`src/rtl/core/htd_pkg.sv`:
```
`timescale 1ns / 1ps

package htd_pkg;

  localparam int MAX_WIDTH = 4096;
  localparam int MAX_ORDER = 5;

  localparam int PIX_W   = 8;
  localparam int COL_W   = 12;
  localparam int ROW_W   = 5;
  localparam int MODE_W  = 2;
  localparam int ORD_W   = 3;
  localparam int LW_W    = 13;
  localparam int CFG_W   = 13;
  localparam int CIDX_W  = 2;
  localparam int IDX_W   = 2 * MAX_ORDER;
  localparam int CMP_W   = PIX_W + IDX_W + 1;

  localparam logic [MODE_W-1:0] MODE_FIXED   = 2'd0;
  localparam logic [MODE_W-1:0] MODE_RANDOM  = 2'd1;
  localparam logic [MODE_W-1:0] MODE_ORDERED = 2'd2;

  localparam logic [CIDX_W-1:0] REG_MODE   = 2'd0;
  localparam logic [CIDX_W-1:0] REG_LEVEL  = 2'd1;
  localparam logic [CIDX_W-1:0] REG_ORDER  = 2'd2;
  localparam logic [CIDX_W-1:0] REG_WIDTH  = 2'd3;

  localparam logic [PIX_W-1:0] PIX_BLACK = 8'd0;
  localparam logic [PIX_W-1:0] PIX_WHITE = 8'd255;

  function automatic logic [1:0] quadrant(input logic rb, input logic cb);
    logic [1:0] q;
    case ({rb, cb})
      2'b00:   q = 2'd1;
      2'b01:   q = 2'd2;
      2'b10:   q = 2'd3;
      default: q = 2'd0;
    endcase
    return q;
  endfunction

endpackage

```
`src/rtl/core/halftone_threshold_dither.sv`:
```
`timescale 1ns / 1ps

// channel   valid      stall      payload
// pixels    pix_valid  pix_stall  pixel, random_value
// results   res_valid  res_stall  out_pixel
// config    cfg_write  -          cfg_index, cfg_data
//
// One item per clock while pix_stall is low; each result is registered.
// The decision is one compare between the input handshake and the result register.
// A skid register holds a second result, so one item is still taken while
// res_stall is high; pix_stall rises only when both are full.
// rst (synchronous) restores config, clears both counters and both valid flags.

module halftone_threshold_dither (
  input  logic                         clk,
  input  logic                         rst,
  input  logic                         pix_valid,
  output logic                         pix_stall,
  input  logic [htd_pkg::PIX_W-1:0]    pixel,
  input  logic [htd_pkg::PIX_W-1:0]    random_value,
  output logic                         res_valid,
  input  logic                         res_stall,
  output logic [htd_pkg::PIX_W-1:0]    out_pixel,
  input  logic                         cfg_write,
  input  logic [htd_pkg::CIDX_W-1:0]   cfg_index,
  input  logic [htd_pkg::CFG_W-1:0]    cfg_data
);
  import htd_pkg::*;

  logic [MODE_W-1:0] mode;
  logic [PIX_W-1:0]  fixed_level;
  logic [ORD_W-1:0]  matrix_order;
  logic [LW_W-1:0]   line_width;

  logic [COL_W-1:0]  column_count;
  logic [ROW_W-1:0]  row_phase;

  logic              skid_valid;
  logic [PIX_W-1:0]  skid_pixel;

  logic [ORD_W-1:0]  order_eff;
  logic [LW_W-1:0]   width_eff;
  logic [IDX_W-1:0]  idx_full;
  logic [IDX_W-1:0]  idx;
  logic [3:0]        idx_shift;
  logic [3:0]        lhs_shift;
  logic [CMP_W-1:0]  lhs;
  logic [CMP_W-1:0]  rhs;
  logic              zero;
  logic [PIX_W-1:0]  result;
  logic              accept;
  logic              take;
  logic              row_end;

  assign pix_stall = skid_valid;
  assign accept    = pix_valid && !skid_valid;
  assign take      = res_valid && !res_stall;

  always_comb begin
    if (matrix_order == '0) begin
      order_eff = ORD_W'(1);
    end else if (matrix_order > ORD_W'(MAX_ORDER)) begin
      order_eff = ORD_W'(MAX_ORDER);
    end else begin
      order_eff = matrix_order;
    end
    if (line_width == '0) begin
      width_eff = LW_W'(1);
    end else if (line_width > LW_W'(MAX_WIDTH)) begin
      width_eff = LW_W'(MAX_WIDTH);
    end else begin
      width_eff = line_width;
    end
  end

  // level l lands at digit MAX_ORDER-1-l; levels at or above the order are shifted out
  always_comb begin
    for (int l = 0; l < MAX_ORDER; l++) begin
      idx_full[2*(MAX_ORDER-1-l) +: 2] = quadrant(row_phase[l], column_count[l]);
    end
    idx_shift = 4'(2 * (MAX_ORDER - int'(order_eff)));
    lhs_shift = 4'(2 * int'(order_eff) + 1);
    idx       = idx_full >> idx_shift;
    lhs       = CMP_W'(pixel) << lhs_shift;
    rhs       = CMP_W'({idx, 1'b1}) * CMP_W'(255);
    case (mode)
      MODE_FIXED:  zero = pixel < fixed_level;
      MODE_RANDOM: zero = pixel <= random_value;
      default:     zero = lhs <= rhs;
    endcase
    result  = zero ? PIX_BLACK : PIX_WHITE;
    row_end = ({1'b0, column_count} + LW_W'(1)) >= width_eff;
  end

  always_ff @(posedge clk) begin
    if (rst) begin
      mode         <= MODE_ORDERED;
      fixed_level  <= 8'd127;
      matrix_order <= 3'd3;
      line_width   <= 13'd750;
      column_count <= '0;
      row_phase    <= '0;
      res_valid    <= 1'b0;
      skid_valid   <= 1'b0;
    end else begin
      if (cfg_write) begin
        case (cfg_index)
          REG_MODE:  mode         <= cfg_data[MODE_W-1:0];
          REG_LEVEL: fixed_level  <= cfg_data[PIX_W-1:0];
          REG_ORDER: matrix_order <= cfg_data[ORD_W-1:0];
          REG_WIDTH: line_width   <= cfg_data[LW_W-1:0];
          default:   ;
        endcase
      end
      if (accept) begin
        if (row_end) begin
          column_count <= '0;
          row_phase    <= row_phase + ROW_W'(1);
        end else begin
          column_count <= column_count + COL_W'(1);
        end
      end
      if (take) begin
        if (skid_valid) begin
          out_pixel  <= skid_pixel;
          skid_valid <= 1'b0;
        end else begin
          res_valid <= accept;
          out_pixel <= result;
        end
      end else if (!res_valid) begin
        res_valid <= accept;
        out_pixel <= result;
      end else if (accept) begin
        skid_valid <= 1'b1;
        skid_pixel <= result;
      end
    end
  end

  a_skid_behind_out: assert property (@(posedge clk) disable iff (rst)
    skid_valid |-> res_valid) else $error("skid full with empty result register");

  a_binary_out: assert property (@(posedge clk) disable iff (rst)
    res_valid |-> (out_pixel == PIX_BLACK || out_pixel == PIX_WHITE))
    else $error("result not binary");

  a_row_wrap: assert property (@(posedge clk) disable iff (rst)
    accept && row_end |=> column_count == '0) else $error("column did not wrap");

  a_skid_holds: assert property (@(posedge clk) disable iff (rst)
    skid_valid && res_stall |=> skid_valid && res_valid)
    else $error("skid item lost while stalled");

endmodule
```
`config.mk`:
```
export PLATFORM = sky130hd
export DESIGN_NAME = halftone_threshold_dither
export DESIGN_NICKNAME = d
export VERILOG_FILES = /design/src/rtl/core/htd_pkg.sv /design/src/rtl/core/halftone_threshold_dither.sv
export SDC_FILE = /design/constraint.sdc
export NUM_CORES = 1
export LEC_CHECK = 0
export BUFFER_PORTS_ARGS = -buffer_cell sky130_fd_sc_hd__buf_2
export CAP_MARGIN = 20
export CORE_AREA = 2 2 104 116
export DETAILED_ROUTE_END_ITERATION = 12
export DIE_AREA = 0 0 106 118
export GPL_ROUTABILITY_DRIVEN = 0
export GPL_TIMING_DRIVEN = 1
export PLACE_DENSITY = 0.71
export SYNTH_ARGS = -nofsm -noshare
export SYNTH_HDL_FRONTEND = slang
export SYNTH_SLANG_ARGS = --single-unit
```
`constraint.sdc`:
```
create_clock -name clk -period 9.2 [get_ports clk]
set_clock_uncertainty 0.2 [all_clocks]
set_input_delay 0.46 -clock clk [delete_from_list [all_inputs] [get_ports clk]]
set_output_delay 0.46 -clock clk [all_outputs]
set_load 0.005 [all_outputs]
```
=== Word level (Yosys, flattened, before mapping) ===
Cells that the tools add are included.

* Add/subtract/negate cells: 5
* Multipliers: 1
* Magnitude comparators: 6
* Equal/unequal tests: 16
* Shift operators: 2
* Multiplexer cells: 18
* Bitwise operators: 2
* Reduce and logical (&&, ||, !) cells: 22

{| class="wikitable"
|+ Operators by type and width
! operator !! count
|-
| $mux W8 || 4
|-
| $pmux W2 S3 || 5
|-
| $mux W13 || 2
|-
| $le A19 B19 Y1 || 1
|-
| $mul A11 B8 Y19 const B || 1
|-
| $shl A8 B4 Y19 || 1
|-
| $eq A2 B1 Y1 const B || 7
|-
| $eq A2 B2 Y1 const B || 7
|-
| $logic_not A2 Y1 || 7
|-
| $reduce_and A2 Y1 || 7
|-
| $add A12 B1 Y13 const B || 1
|-
| $ge A13 B13 Y1 || 1
|-
| $gt A13 B13 Y1 const B || 1
|-
| $logic_not A13 Y1 || 1
|-
| $add A12 B1 Y12 const B || 1
|-
| $mux W12 || 1
|-
| $shr A10 B4 Y10 || 1
|-
| $le A8 B8 Y1 || 1
|-
| $lt A8 B8 Y1 || 1
|-
| $mux W3 || 2
|-
| $add A5 B1 Y5 const B || 1
|-
| $add A4 B1 Y4 const B || 1
|-
| $reduce_and A4 Y1 || 1
|-
| $gt A3 B3 Y1 const B || 1
|-
| 10 further kinds || 15
|}

* Register bits after elaboration: 61
* Output and inout port bits: 10

=== Longest topological paths before layout ===
* Word-level depth: 11
* Depth in mapped cells: 30
* Gate-level depth less buffers: 30

=== Least setup slack after synthesis ===
Ideal clock, no wire load.

* Path type: reg2reg
* Start: register column_count[2]
* End: register out_pixel[6] (netlist name) (data pin)
* Arrival: 6.198 ns
* Setup slack: 2.542 ns
* Stages on the path, launching flop included: 25
* Clock period less this slack: 6.658 ns
* Path through: dfxtp_1 -> inv_1 -> ha_1 -> a22o_1 -> a22oi_1 -> inv_1 -> fa_1 -> fa_1 -> fa_1 -> inv_1 -> fa_1 -> inv_1 -> ha_1 -> a21oi_1 -> a21oi_1 -> a21o_1 -> o41a_1 -> xnor2_1 -> ha_1 -> a21oi_1 -> nor2b_1 -> o21ai_0 -> nand3b_1 -> o32a_1 -> mux2_2

* Longest elaborated chain between the ends: 9

{| class="wikitable"
|+ Ends and longest elaborated chain
! what !! RTL line !! text
|-
| from (decl) || halftone_threshold_dither.sv:35 || <nowiki>logic [COL_W-1:0] column_count;</nowiki>
|-
| from (signal assigned) || halftone_threshold_dither.sv:120 || <nowiki>column_count <= column_count + COL_W'(1);</nowiki>
|-
| $eq A2 B2 Y1 (tied with other cells) || htd_pkg.sv:33 || <nowiki>case ({rb, cb})</nowiki>
|-
| $pmux W2 S3 * || htd_pkg.sv:33 ||
|-
| $shr A10 B4 Y10 * || halftone_threshold_dither.sv:83 || <nowiki>idx = idx_full >> idx_shift;</nowiki>
|-
| $mul A11 B8 Y19 * || halftone_threshold_dither.sv:85 || <nowiki>rhs = CMP_W'({idx, 1'b1}) * CMP_W'(255);</nowiki>
|-
| $le A19 B19 Y1 * || halftone_threshold_dither.sv:89 || <nowiki>default: zero = lhs <= rhs;</nowiki>
|-
| $pmux W1 S2 * || halftone_threshold_dither.sv:86 || <nowiki>case (mode)</nowiki>
|-
| $mux W8 * || halftone_threshold_dither.sv:91 || <nowiki>result = zero ? PIX_BLACK : PIX_WHITE;</nowiki>
|-
| $mux W8, on equally long branches || halftone_threshold_dither.sv:131, halftone_threshold_dither.sv:124 ||
|-
| $mux W8 * || halftone_threshold_dither.sv:123 || <nowiki>if (take) begin</nowiki>
|-
| to (signal assigned) || halftone_threshold_dither.sv:125 || <nowiki>out_pixel <= skid_pixel;</nowiki>
|-
| to (signal assigned) || halftone_threshold_dither.sv:129 || <nowiki>out_pixel <= result;</nowiki>
|-
| to (signal assigned) || halftone_threshold_dither.sv:133 || <nowiki>out_pixel <= result;</nowiki>
|-
| to (decl) || halftone_threshold_dither.sv:23 || <nowiki>output logic [htd_pkg::PIX_W-1:0] out_pixel,</nowiki>
|}

Mark *: on every way between the ends. The rest lies on a longest branch, timed or not. The select of a mux whose other input is x is not followed.
A chain may end at the register's enable or synchronous reset.

=== Final worst setup path ===
* Start: register matrix_order[1]
* End: register out_pixel[6] (netlist name) (data pin)

* Longest elaborated chain between the ends: 11

{| class="wikitable"
|+ Ends and longest elaborated chain
! what !! RTL line !! text
|-
| from (decl) || halftone_threshold_dither.sv:32 || <nowiki>logic [ORD_W-1:0] matrix_order;</nowiki>
|-
| from (signal assigned) || halftone_threshold_dither.sv:110 || <nowiki>REG_ORDER: matrix_order <= cfg_data[ORD_W-1:0];</nowiki>
|-
| $gt A3 B3 Y1 || halftone_threshold_dither.sv:62 || <nowiki>end else if (matrix_order > ORD_W'(MAX_ORDER)) begin</nowiki>
|-
| $mux W3 || halftone_threshold_dither.sv:62 ||
|-
| $mux W3 * || halftone_threshold_dither.sv:60 || <nowiki>if (matrix_order == '0) begin</nowiki>
|-
| $sub A3 B3 Y3 || halftone_threshold_dither.sv:81 || <nowiki>idx_shift = 4'(2 * (MAX_ORDER - int'(order_eff)));</nowiki>
|-
| $shr A10 B4 Y10 || halftone_threshold_dither.sv:83 ||
|-
| $mul A11 B8 Y19 || halftone_threshold_dither.sv:85 ||
|-
| $le A19 B19 Y1 * || halftone_threshold_dither.sv:89 ||
|-
| $pmux W1 S2 * || halftone_threshold_dither.sv:86 ||
|-
| $mux W8 * || halftone_threshold_dither.sv:91 ||
|-
| $mux W8, on equally long branches || halftone_threshold_dither.sv:131, halftone_threshold_dither.sv:124 ||
|-
| $mux W8 * || halftone_threshold_dither.sv:123 ||
|}

Marks and branches as above.

==> results.json <==
{
  "outcome": "completed",
  "boundaryPins": 46,
  "grt.overflow.total": 0,
  "critical_path.startpoint_type": "register",
  "drt_first_iter_violations": 270,
  "holdCritStartpoint": "cfg_data[9]",
  "max-slew-margin-rel": 0.304,
  "routed_wire_length_per_instance_um": 15.1,
  "grt_setup_unrepaired": "no",
  "synth_edf_count": 2,
  "criticalPathCategory": "reg2reg",
  "dpl_worst_slack_ps": 1580,
  "clk_latency_ps": 290,
  "timing.fmax_ghz": 0.128,
  "firstDrtPassIters": 5,
  "critical_path.slowest_cell": "dfxtp_1",
  "layout.filler_cells": 1043,
  "final_period_minus_worst_setup_slack_ps": 7790,
  "ys_seq_area_frac": 0.158,
  "min_path_type": "in2reg",
  "layout-area-overhead-vs-synth_pct": 6.84,
  "post_cts.repair.setup_buffers": 0,
  "initial_utilization": 0.538,
  "post_synthesis_sequential_element_count": 47,
  "worst_reg2reg_path_startpoint": "matrix_order[1]",
  "yosysWarningCount": 0,
  "post_cts_resized": 0,
  "ff2ff_path_depth": 24,
  "post_synthesis_cell_type_count": 60,
  "library_cell_appearing_most_often_on_the_critical_path": "fa_1",
  "r2r-end": "out_pixel[6]",
  "post_cts_hold_buffer_count": 0,
  "worst-endpoint-arrival_ps": 7640,
  "cp.buffers_inverters": 3,
  "synthDominantAreaCellType": "ha_1",
  "final_cells": 915,
  "postSynth.asyncResetShare": 0,
  "fin_util": 0.574,
  "cts.reportedPaths.clkPinSlew_ps": 70,
  "grt_pass1_wl_um": 23300,
  "via_per_inst": 5.56,
  "clock_power_share": 0.113,
  "power.sequential.fraction": 0.132,
  "drive_above_1_share": 0.0941,
  "tightestPinTransition_ps": 1040,
  "worstPathRequired_ps": 9050,
  "chipWidth_um": 106,
  "antenna_violations_before_repair": 0,
  "timing.critical_path.to_type": "register",
  "wire_length_reported_by_the_detailed_router_um": 13800,
  "cts.sinks": 47,
  "whs_path_depth": 3,
  "h_tree_depth": 2,
  "synth-main-ff-cell": "dfxtp_1",
  "cts_tree": "done",
  "grtUsageTotal": 0.227,
  "p_sw_frac": 0.497,
  "via_count_of_the_first_global_routing_pass": 5034,
  "path_delay_family": "adder cells",
  "period_share": 0.846,
  "regToRegSetupSlack_ps": 1410,
  "core_um2": 11300,
  "drc": 0,
  "switchingPower_mw": 0.879,
  "placement.io_buffers": 45,
  "finalSetupViolations": 0,
  "dp_cells": 906,
  "ant_nets": 0,
  "most_area_consuming_cells_after_synthesis": "ha_1, dfxtp_1, fa_1, inv_1, nand2_1",
  "final_cell_area_excluding_filler_cells_um2": 6510,
  "timing.critical_path.fanout_max": 28,
  "power_density_nw_per_um2": 272,
  "antenna_cells": 0,
  "final_hold_viol_count": 0,
  "area_share_of_the_largest_cell_type_after_synthesis": 0.203,
  "max-vdd-ir-drop_mv": 0.196,
  "cts.path.max_buffers": 2,
  "row_count": 41,
  "ctsRootBufferMaster": "clkbuf_16",
  "dpl.hpwl_um": 11100,
  "grt_max_degree": 64,
  "report.final.slew_viol_count": 0,
  "crit_chain": "xnor2_2 -> nor2_4 -> mux2i_1 -> o21ai_0 -> a21oi_1 -> inv_1 -> fa_1 -> fa_1 -> fa_1 -> inv_1 -> fa_1 -> inv_1 -> ha_1 -> a21oi_1 -> o21ai_0 -> o41a_1 -> xnor2_1 -> ha_1 -> a21oi_1 -> nor2b_1 -> o21ai_0 -> nand3b_1 -> o32a_1 -> mux2_2",
  "syn-instance-count": 746,
  "final_nets": 939,
  "setup_total_negative_slack_ps": 0,
  "max_stage_delay_ps": 930,
  "dieArea_um2": 12500,
  "netlist_area_um2": 6100,
  "die-height_um": 118,
  "synth.avg_cell_area_um2": 8.17,
  "numCtsBuffers": 5,
  "cellInternalPower_mw": 0.889,
  "power.combinational.fraction": 0.755,
  "post-route-worst-setup-slack_ps": 1410,
  "via_count": 5089,
  "max_cap_viol_count": 0,
  "p_leak_nw": 3.30,
  "syn-num-nets": 921,
  "detailed_place.area_um2": 6340,
  "holdPathEnd": "line_width[9]"
}
-- stage by stage --
stage                     total power, mW  hold WS (ps)
final                                1.77           181
after global routing                 1.96           187
after CTS                            1.77           176
after detailed placement             1.56           253
after global placement               1.51           251
after floorplan                      1.28           233
-- cells by family (layout without fill, tap and decap cells) --
kind of cell / count (synthesis) / in the layout / share of synthesized area
buffers and inverters: 139 / 158 / 0.0924
adders and majority gates: 139 / 139 / 0.335
AOI/OAI and AO/OA: 149 / 149 / 0.159
xor gates and xnor gates: 25 / 25 / 0.0372
and+or+nand+nor: 231 / 231 / 0.194
DFF: 47 / 47 / 0.158
other: 1 / 1 / 0.000615
muxes: 15 / 15 / 0.0250
-- cells in the mapped netlist, drive strengths merged (6+ instances only) --
cell / number
inv: 103
ha: 99
nand2: 86
a21oi: 52
dfxtp: 45
fa: 40
o21ai: 38
nor2: 36
clkbuf: 22
nand3: 20
nand3b: 16
xnor2: 16
buf: 14
nor2b: 14
mux2i: 13
nor3: 12
and3: 9
xor2: 9
a211o: 8
nand4: 8
a22o: 7
a21o: 6
-- power by group through the flow --
stage	logic [mW]	clock network [mW]	registers [mW]
finish	1.34	0.201	0.233
global route	1.52	0.213	0.234
CTS	1.33	0.204	0.233
detailed placement	1.32	0	0.237
global placement	1.27	0	0.237
floorplan	1.05	0	0.233
-- how the worst max path moves through the flow --
stage | from | end | slack (ps) | depth (start not counted)
floorplan | column_count[2] | out_pixel[6] | 2540 | 24
global placement | matrix_order[1] | out_pixel[6] | 1920 | 25
detailed placement | matrix_order[1] | out_pixel[6] | 1580 | 25
CTS | matrix_order[1] | out_pixel[6] | 1560 | 23
global route | matrix_order[1] | out_pixel[6] | 930 | 25
finish | matrix_order[1] | out_pixel[6] | 1410 | 24
-- cell type report --
class,count,area [µm²],share of cell area
Multi-Input combinational cell,560,4570,0.702
Sequential cell,47,961,0.148
Inverter,103,387,0.0594
Timing Repair Buffer,47,240,0.0369
Tap cell,150,188,0.0288
Clock buffer,6,150,0.0231
Clock inverter,2,15.0,0.00231
-- registers in the layout, indices dropped and copies added, names as in the netlist --
name	flops
skid_pixel	1
pix_stall	1
row_phase	5
out_pixel	1
mode	2
line_width	13
matrix_order	3
fixed_level	8
column_count	12
res_valid	1
-- cell usage in the layout, fill, tap and decap left out, drive strengths merged, types with 2 or more instances in the layout --
cell and count:
a31oi 3, nor4b 4, o22ai 4, a22o 7, o21bai 5, o21ai 38
a211o 8, buf 47, inv 105, nand4 8, a21o 6, xnor2 16
nand2 86, nor4 5, fa 40, a211oi 5, a22oi 5, and3b 2
nor2b 14, mux2i 13, or2 2, xor2 9, o31ai 4, o21a 3
or3 5, nand2b 5, nor2 36, mux2 2, o211ai 4, nor3 12
and3 9, nor3b 5, a21oi 52, ha 99, nand3 20, clkbuf 6
nand3b 16, dfxtp 45, edfxtp 2
-- routing by layer --
metal	vias up	part of all wire	global-route usage
li1	2556	-	-
met1	2406	0.43	0.276
met2	96	0.52	0.415
met3	31	0.028	0.0227
met4	0	0.027	0.0757
met5	-	0	0
-- tightest hold or removal path: stages --
cell and delay (ps):
buf_2 80, nand2_1 40, nand3b_1 70
Power figures use the tool's default switching activity.
